File: src/rtl/egcd_pkg.sv
package egcd_pkg;

  // Operand width in bits. Inputs are cut to this width and sign extended.
  localparam int WIDTH  = 32;
  // Bits of a positive operand's magnitude. Inputs are never wider than 32 bits.
  localparam int MAG_W  = ((WIDTH < 32) ? WIDTH : 32) - 1;
  // Coefficients are kept modulo 2^COEF_W. Their final values always fit.
  localparam int COEF_W = MAG_W + 1;
  // Counter over the bits of one division.
  localparam int CNT_W  = $clog2(MAG_W);

  typedef enum logic [1:0] {
    ST_OK      = 2'd0,
    ST_NOT_POS = 2'd1,
    ST_ORDER   = 2'd2
  } status_t;

  typedef struct packed {
    logic signed [31:0] first_operand;
    logic signed [31:0] second_operand;
  } in_item_t;

  typedef struct packed {
    logic [30:0]        gcd_value;
    logic signed [31:0] coeff_first;
    logic signed [31:0] coeff_second;
    status_t            status;
  } out_item_t;

  typedef enum logic [2:0] {
    S_IDLE,
    S_CHECK,
    S_DIV,
    S_MUL1,
    S_MUL2,
    S_UPDATE,
    S_DONE
  } egcd_state_t;

  // Commands from the controller to the datapath.
  typedef struct packed {
    logic load;
    logic div_init;
    logic div_step;
    logic mul1;
    logic mul2;
    logic update;
  } egcd_cmd_t;

  // Status from the datapath to the controller.
  typedef struct packed {
    logic err;
    logic cr_zero;
    logic div_last;
  } egcd_sts_t;

endpackage

File: src/rtl/egcd_dp.sv
module egcd_dp
  import egcd_pkg::*;
(
  input  logic      clk,
  input  logic      rst_n,
  input  egcd_cmd_t cmd,
  input  in_item_t  in_item,
  output egcd_sts_t sts,
  output out_item_t out_item
);

  logic [MAG_W-1:0]    pr_r, cr_r;
  logic [COEF_W-1:0]   p1_r, p2_r, c1_r, c2_r;
  logic [COEF_W-1:0]   prod_r, n1_r;
  logic [MAG_W-1:0]    rem_r, quo_r;
  logic [CNT_W-1:0]    cnt_r;
  status_t             status_r;

  logic                a_sign, b_sign;
  logic [MAG_W-1:0]    a_mag, b_mag;
  status_t             load_status;

  logic [MAG_W:0]      rem_sh, rem_sub;
  logic                ge;
  logic [MAG_W-1:0]    rem_nxt;

  logic [COEF_W-1:0]   mul_c;
  logic [2*COEF_W-1:0] mul_full;

  // Operand check: the sign bit of the cut operand and a nonzero magnitude.
  always_comb begin
    a_sign = in_item.first_operand[MAG_W];
    b_sign = in_item.second_operand[MAG_W];
    a_mag  = in_item.first_operand[MAG_W-1:0];
    b_mag  = in_item.second_operand[MAG_W-1:0];
    if (a_sign || b_sign || (a_mag == '0) || (b_mag == '0)) begin
      load_status = ST_NOT_POS;
    end else if (a_mag < b_mag) begin
      load_status = ST_ORDER;
    end else begin
      load_status = ST_OK;
    end
  end

  // One bit of restoring division per cycle.
  always_comb begin
    rem_sh  = {rem_r, quo_r[MAG_W-1]};
    rem_sub = rem_sh - {1'b0, cr_r};
    ge      = (rem_sh >= {1'b0, cr_r});
    rem_nxt = ge ? rem_sub[MAG_W-1:0] : rem_sh[MAG_W-1:0];
  end

  // One shared multiplier, quotient times a coefficient, kept modulo 2^COEF_W.
  assign mul_c    = cmd.mul1 ? c1_r : c2_r;
  assign mul_full = (2*COEF_W)'({1'b0, quo_r}) * (2*COEF_W)'(mul_c);

  always_ff @(posedge clk) begin
    if (cmd.load) begin
      pr_r     <= a_mag;
      cr_r     <= b_mag;
      p1_r     <= COEF_W'(1);
      p2_r     <= '0;
      c1_r     <= '0;
      c2_r     <= COEF_W'(1);
      status_r <= load_status;
    end
    if (cmd.div_init) begin
      quo_r <= pr_r;
      rem_r <= '0;
      cnt_r <= '0;
    end
    if (cmd.div_step) begin
      rem_r <= rem_nxt;
      quo_r <= {quo_r[MAG_W-2:0], ge};
      cnt_r <= cnt_r + CNT_W'(1);
    end
    if (cmd.mul1) begin
      prod_r <= mul_full[COEF_W-1:0];
    end
    if (cmd.mul2) begin
      n1_r   <= p1_r - prod_r;
      prod_r <= mul_full[COEF_W-1:0];
    end
    if (cmd.update) begin
      p1_r <= c1_r;
      c1_r <= n1_r;
      p2_r <= c2_r;
      c2_r <= p2_r - prod_r;
      pr_r <= cr_r;
      cr_r <= rem_r;
    end
  end

  always_comb begin
    sts.err      = (status_r != ST_OK);
    sts.cr_zero  = (cr_r == '0);
    sts.div_last = (cnt_r == CNT_W'(MAG_W - 1));
  end

  always_comb begin
    out_item.status = status_r;
    if (status_r != ST_OK) begin
      out_item.gcd_value    = '0;
      out_item.coeff_first  = '0;
      out_item.coeff_second = '0;
    end else begin
      out_item.gcd_value    = 31'(pr_r);
      out_item.coeff_first  = 32'($signed(p1_r));
      out_item.coeff_second = 32'($signed(p2_r));
    end
  end

  // The remainder of a finished division is below the divisor.
  a_rem_below_div: assert property (@(posedge clk) disable iff (!rst_n)
    cmd.update |-> (rem_r < cr_r))
    else $error("remainder not below divisor at row update");

  // An accepted pair either fails a check or starts in order.
  a_load_order: assert property (@(posedge clk) disable iff (!rst_n)
    cmd.load |=> ((pr_r >= cr_r) || (status_r != ST_OK)))
    else $error("operands out of order without error status");

endmodule

File: src/rtl/egcd_ctrl.sv
module egcd_ctrl
  import egcd_pkg::*;
(
  input  logic      clk,
  input  logic      rst_n,
  input  logic      start,
  input  egcd_sts_t sts,
  output egcd_cmd_t cmd,
  output logic      busy,
  output logic      out_valid
);

  egcd_state_t state_r, state_nxt;

  always_ff @(posedge clk) begin
    if (!rst_n) begin
      state_r <= S_IDLE;
    end else begin
      state_r <= state_nxt;
    end
  end

  always_comb begin
    state_nxt = state_r;
    case (state_r)
      S_IDLE: begin
        if (start) begin
          state_nxt = S_CHECK;
        end
      end
      S_CHECK: begin
        if (sts.err) begin
          state_nxt = S_DONE;
        end else if (sts.cr_zero) begin
          state_nxt = S_DONE;
        end else begin
          state_nxt = S_DIV;
        end
      end
      S_DIV: begin
        if (sts.div_last) begin
          state_nxt = S_MUL1;
        end
      end
      S_MUL1:   state_nxt = S_MUL2;
      S_MUL2:   state_nxt = S_UPDATE;
      S_UPDATE: state_nxt = S_CHECK;
      S_DONE:   state_nxt = S_IDLE;
      default:  state_nxt = S_IDLE;
    endcase
  end

  always_comb begin
    cmd       = '0;
    busy      = 1'b1;
    out_valid = 1'b0;
    case (state_r)
      S_IDLE: begin
        busy     = 1'b0;
        cmd.load = start;
      end
      S_CHECK:  cmd.div_init = 1'b1;
      S_DIV:    cmd.div_step = 1'b1;
      S_MUL1:   cmd.mul1     = 1'b1;
      S_MUL2:   cmd.mul2     = 1'b1;
      S_UPDATE: cmd.update   = 1'b1;
      S_DONE:   out_valid    = 1'b1;
      default:  busy         = 1'b1;
    endcase
  end

  // A result strobe lasts one cycle.
  a_strobe_single: assert property (@(posedge clk) disable iff (!rst_n)
    out_valid |=> !out_valid)
    else $error("result strobe held for more than one cycle");

  // The unit only goes idle right after delivering a result.
  a_idle_after_result: assert property (@(posedge clk) disable iff (!rst_n)
    $fell(busy) |-> $past(out_valid))
    else $error("unit went idle without a result");

endmodule

File: src/rtl/extended_gcd_unit.sv
// Channel    Ports                         Handshake
// input      start, busy, in_item          taken at a clock edge with start high, busy low
// result     out_valid, out_item           shown for one cycle, taken at the edge ending it
//
// The unit works on one item at a time and is busy from acceptance to the result.
// Each Euclid step is one check, one quotient bit per cycle in the restoring divider,
// two multiplies on the shared multiplier and a row update. Operand errors go from
// the check straight to the result. Reset is synchronous and active low; it
// returns the controller to idle. The receiver takes every result as it is shown.
module extended_gcd_unit
  import egcd_pkg::*;
(
  input  logic      clk,
  input  logic      rst_n,
  input  logic      start,
  output logic      busy,
  input  in_item_t  in_item,
  output logic      out_valid,
  output out_item_t out_item
);

  // The controller sequences each Euclid step as check, divide, two multiplies
  // and an update; the datapath holds both rows and the shared arithmetic.
  egcd_cmd_t cmd;
  egcd_sts_t sts;

  egcd_ctrl u_ctrl (
    .clk       (clk),
    .rst_n     (rst_n),
    .start     (start),
    .sts       (sts),
    .cmd       (cmd),
    .busy      (busy),
    .out_valid (out_valid)
  );

  // The result fields are read straight from the datapath's row registers,
  // which hold still while the strobe is shown.
  egcd_dp u_dp (
    .clk      (clk),
    .rst_n    (rst_n),
    .cmd      (cmd),
    .in_item  (in_item),
    .sts      (sts),
    .out_item (out_item)
  );

endmodule

File: config.mk
export PLATFORM = sky130hd
export DESIGN_NAME = extended_gcd_unit
export DESIGN_NICKNAME = d
export VERILOG_FILES = /design/src/rtl/egcd_pkg.sv /design/src/rtl/egcd_dp.sv /design/src/rtl/egcd_ctrl.sv /design/src/rtl/extended_gcd_unit.sv
export SDC_FILE = /design/constraint.sdc
export NUM_CORES = 2
export LEC_CHECK = 0
export BUFFER_PORTS_ARGS = -buffer_cell sky130_fd_sc_hd__buf_2
export CAP_MARGIN = 20
export CORE_MARGIN = 2
export CORE_UTILIZATION = 35
export CTS_CLUSTER_SIZE = 16
export DETAILED_ROUTE_END_ITERATION = 8
export PLACE_DENSITY = 0.48
export SLEW_MARGIN = 30
export SYNTH_ARGS = -nofsm -noshare
export SYNTH_HDL_FRONTEND = slang
export SYNTH_SLANG_ARGS = --single-unit
File: constraint.sdc
create_clock -name clk -period 9.27 [get_ports clk]
set_input_delay 1.3905 -clock clk [delete_from_list [all_inputs] [get_ports clk]]
set_output_delay 1.3905 -clock clk [all_outputs]
set_load 0.02 [all_outputs]
==> impl_metrics.tcl <==
set metrics [dict create \
    antenna_found_initial 3 \
    cap_violations 0 \
    critical_path_class "flip-flop to flip-flop" \
    avgSynthCellArea_um2 9.85 \
    slew_headroom_pct 32.2 \
    syn_inst 3495 \
    fin_crit_sh_pct 93.1 \
    final_nets 4320 \
    max_freq_mhz 116 \
    path_common_cell "fa_1" \
    grt_pass1_wl_um 162000 \
    ff2ff_setup_slack_ns 0.64 \
    synth_edf_count 323 \
    yosys_warnings 0 \
    async_flop_share_pct 0 \
    worstPathArrival_ns 8.95 \
    setup_viol_count_final 0 \
    postCtsHoldBufs 0 \
    vias 24500 \
    start_kind "flip-flop" \
    grt_pass1_vias 25400 \
    regToRegStartpoint "u_ctrl.state_r[2]" \
    worst_ep_required_time_ns 9.59 \
    rsz0062_at_grt "no" \
    final_cell_mix "538 x inv_1, 471 x nand2_1, 450 x and2_1, 412 x fa_1, 323 x edfxtp_1" \
    skew_ns 0.0381 \
    synth_seq_area_share_pct 28.4 \
    overflow 0 \
    clkLatencyLatePin_ns 0.58 \
    cts_tree "built" \
    remaining_drc_errors 0 \
    start_util_pct 35.1 \
    critPathCapture "u_dp.prod_r[28]" \
    ys_ff_latch 326 \
    post_cts.repair.setup_buffers 0 \
    cts-htree-levels 2 \
    cts_max_path_buffers 3 \
    cp-end-kind "flip-flop" \
    reg2reg_depth 27 \
    die_x_um 318 \
    path_clk_slew_ns 0.06 \
    syn_to_final_growth_pct 9.88 \
    antenna_left 0 \
    cts_made_buffers 38 \
    core-area_um2 98000 \
    firstDrtPassIters 5 \
    syn_area_um2 34400 \
    worst_slew_pin_slew_ns 1.01 \
    dieArea_um2 101000 \
    period_needed_ns 8.63 \
    finalHoldViolCount 0 \
    vias_per_cell 4.98 \
    drtIter0Drc 1700 \
    hold_class "flip-flop to flip-flop" \
    layout-drive-gt1-share_pct 8.69 \
    hpwl_um 81700 \
    tns_ns 0 \
    crit_path_max_incr_delay_ns 0.80 \
    cts.sinks 326 \
    gp_congestion 0.856 \
    startpoint "u_ctrl.state_r[2]" \
    die_height_um 318 \
    rr_endpoint "u_dp.prod_r[28]" \
    cpMaxStageDelayCell "mux2_2" \
    drt_wl_total_um 105000 \
    ys.flop_type "edfxtp_1" \
    cts-root-buf "clkbuf_16" \
    syn-num-nets 4219 \
    rows 115 \
    synthDistinctLibCells 72 \
    port_buffers 165 \
    post_cts_resized 0 \
    grt_start_max_net_pins 129 \
    grt_usage_pct 21.1 \
    slew_violations 0 \
    final_common_cell "inv_1" \
    status "completed" \
    avgRoutedWirePerCell_um 21.4 \
    path_max_fanout 23 \
    ios 166 \
]
[worst min-delay path by stage]
stage | start | endpoint | slack (ns) | cells past startpoint
global placement | u_dp.n1_r[15] | u_dp.c1_r[15] | 0.50 | 1
CTS | u_dp.n1_r[17] | u_dp.c1_r[17] | 0.52 | 1
global route | u_dp.n1_r[17] | u_dp.c1_r[17] | 0.53 | 1
floorplan | u_dp.n1_r[0] | u_dp.c1_r[0] | 0.50 | 1
detailed placement | u_dp.n1_r[26] | u_dp.c1_r[26] | 0.50 | 1
finish | u_dp.n1_r[23] | u_dp.c1_r[23] | 0.51 | 1
[Yosys cell counts (4+ instances only)]
library cell / number / area share (%)
o2111ai_1: 7 / 0.18
xnor2_1: 125 / 3.2
nor4_1: 24 / 0.44
nand2_1: 471 / 5.1
and2_1: 450 / 8.2
o21a_1: 19 / 0.41
o31ai_1: 6 / 0.13
mux2_2: 12 / 0.39
edfxtp_1: 323 / 28
nand2_2: 4 / 0.073
a211o_1: 5 / 0.13
and3_1: 15 / 0.27
inv_1: 538 / 5.9
ha_1: 245 / 8.9
a31o_2: 4 / 0.10
a21oi_1: 100 / 1.5
o211ai_1: 6 / 0.13
nor2b_1: 28 / 0.51
nand4_1: 18 / 0.33
a211oi_1: 9 / 0.20
o21ai_1: 5 / 0.073
o21bai_1: 12 / 0.26
mux2_4: 18 / 0.79
xor2_1: 37 / 0.94
nor2_1: 97 / 1.1
and4_1: 5 / 0.13
nand2b_1: 19 / 0.35
a31oi_1: 10 / 0.18
fa_1: 412 / 24
a21o_1: 69 / 1.5
o21ai_0: 115 / 1.7
mux2i_1: 24 / 0.70
clkbuf_1: 130 / 1.4
nor3_1: 35 / 0.51
nand3_1: 33 / 0.48
[critical path: cells and delay by family (launching register included)]
kind,cells,cell delay [ns]
adders and majority gates,9,3.80
and+or+nand+nor,5,1.30
AOI/OAI and AO/OA,6,1.40
DFF,1,0.41
buffers and inverters,5,0.54
muxes,1,0.80
xor gates and xnor gates,1,0.08
[metal layers]
metal,GRT usage (%),vias to the layer above,wire length (µm)
met2,34.7,539,49600
met5,0,-,14
met4,3.71,2,1650
li1,-,11400,-
met3,1.64,94,4320
met1,30.8,12400,49600
[metrics by stage]
step | instances | setup WS [ns] | hold WS, ns | utilization (%) | area (µm²)
after floorplan | 3495 | 1.39 | 0.497 | - | 34400
after global placement | 4840 | 0.749 | 0.498 | 37.3 | 36600
after detailed placement | 4842 | 0.662 | 0.503 | 37.4 | 36600
after CTS | 4909 | 0.656 | 0.518 | 38.6 | 37800
after global routing | 4910 | 0.202 | 0.530 | 38.6 | 37800
final | 4911 | 0.637 | 0.514 | 38.6 | 37800
[state kept, by name (all words and copies together), names as in the netlist]
signal / cells
u_dp.c1_r: 32
u_dp.c2_r: 32
u_dp.quo_r: 31
u_dp.rem_r: 31
u_dp.p1_r: 32
u_dp.prod_r: 32
u_dp.n1_r: 32
u_dp.cnt_r: 5
u_dp.cr_r: 31
u_ctrl.state_r: 3
u_dp.p2_r: 32
u_dp.status_r: 2
u_dp.pr_r: 31
[area by class of cell]
cell class                      instances  area (µm²)
Antenna cell                            1        2.50
Multi-Input combinational cell       2488       22100
Clock buffer                           50        1070
Timing Repair Buffer                  204        1160
Tap cell                             1287        1610
Fill cell                            9813       60200
Sequential cell                       326        9760
Clock inverter                         17         103
Inverter                              538        2020
[cell families after synthesis]
group           Yosys count  share of synthesized area, %
compound gates          399                          7.31
xor+xnor                164                          4.22
fa+ha+maj               657                          32.9
buf+inv                 681                          7.58
flops                   326                          28.4
mux                      55                          1.91
simple gates           1213                          17.8
Power is left out: the tool's default activity adds up to more than one toggle a clock period on the data nets, which glitch-free logic cannot reach.
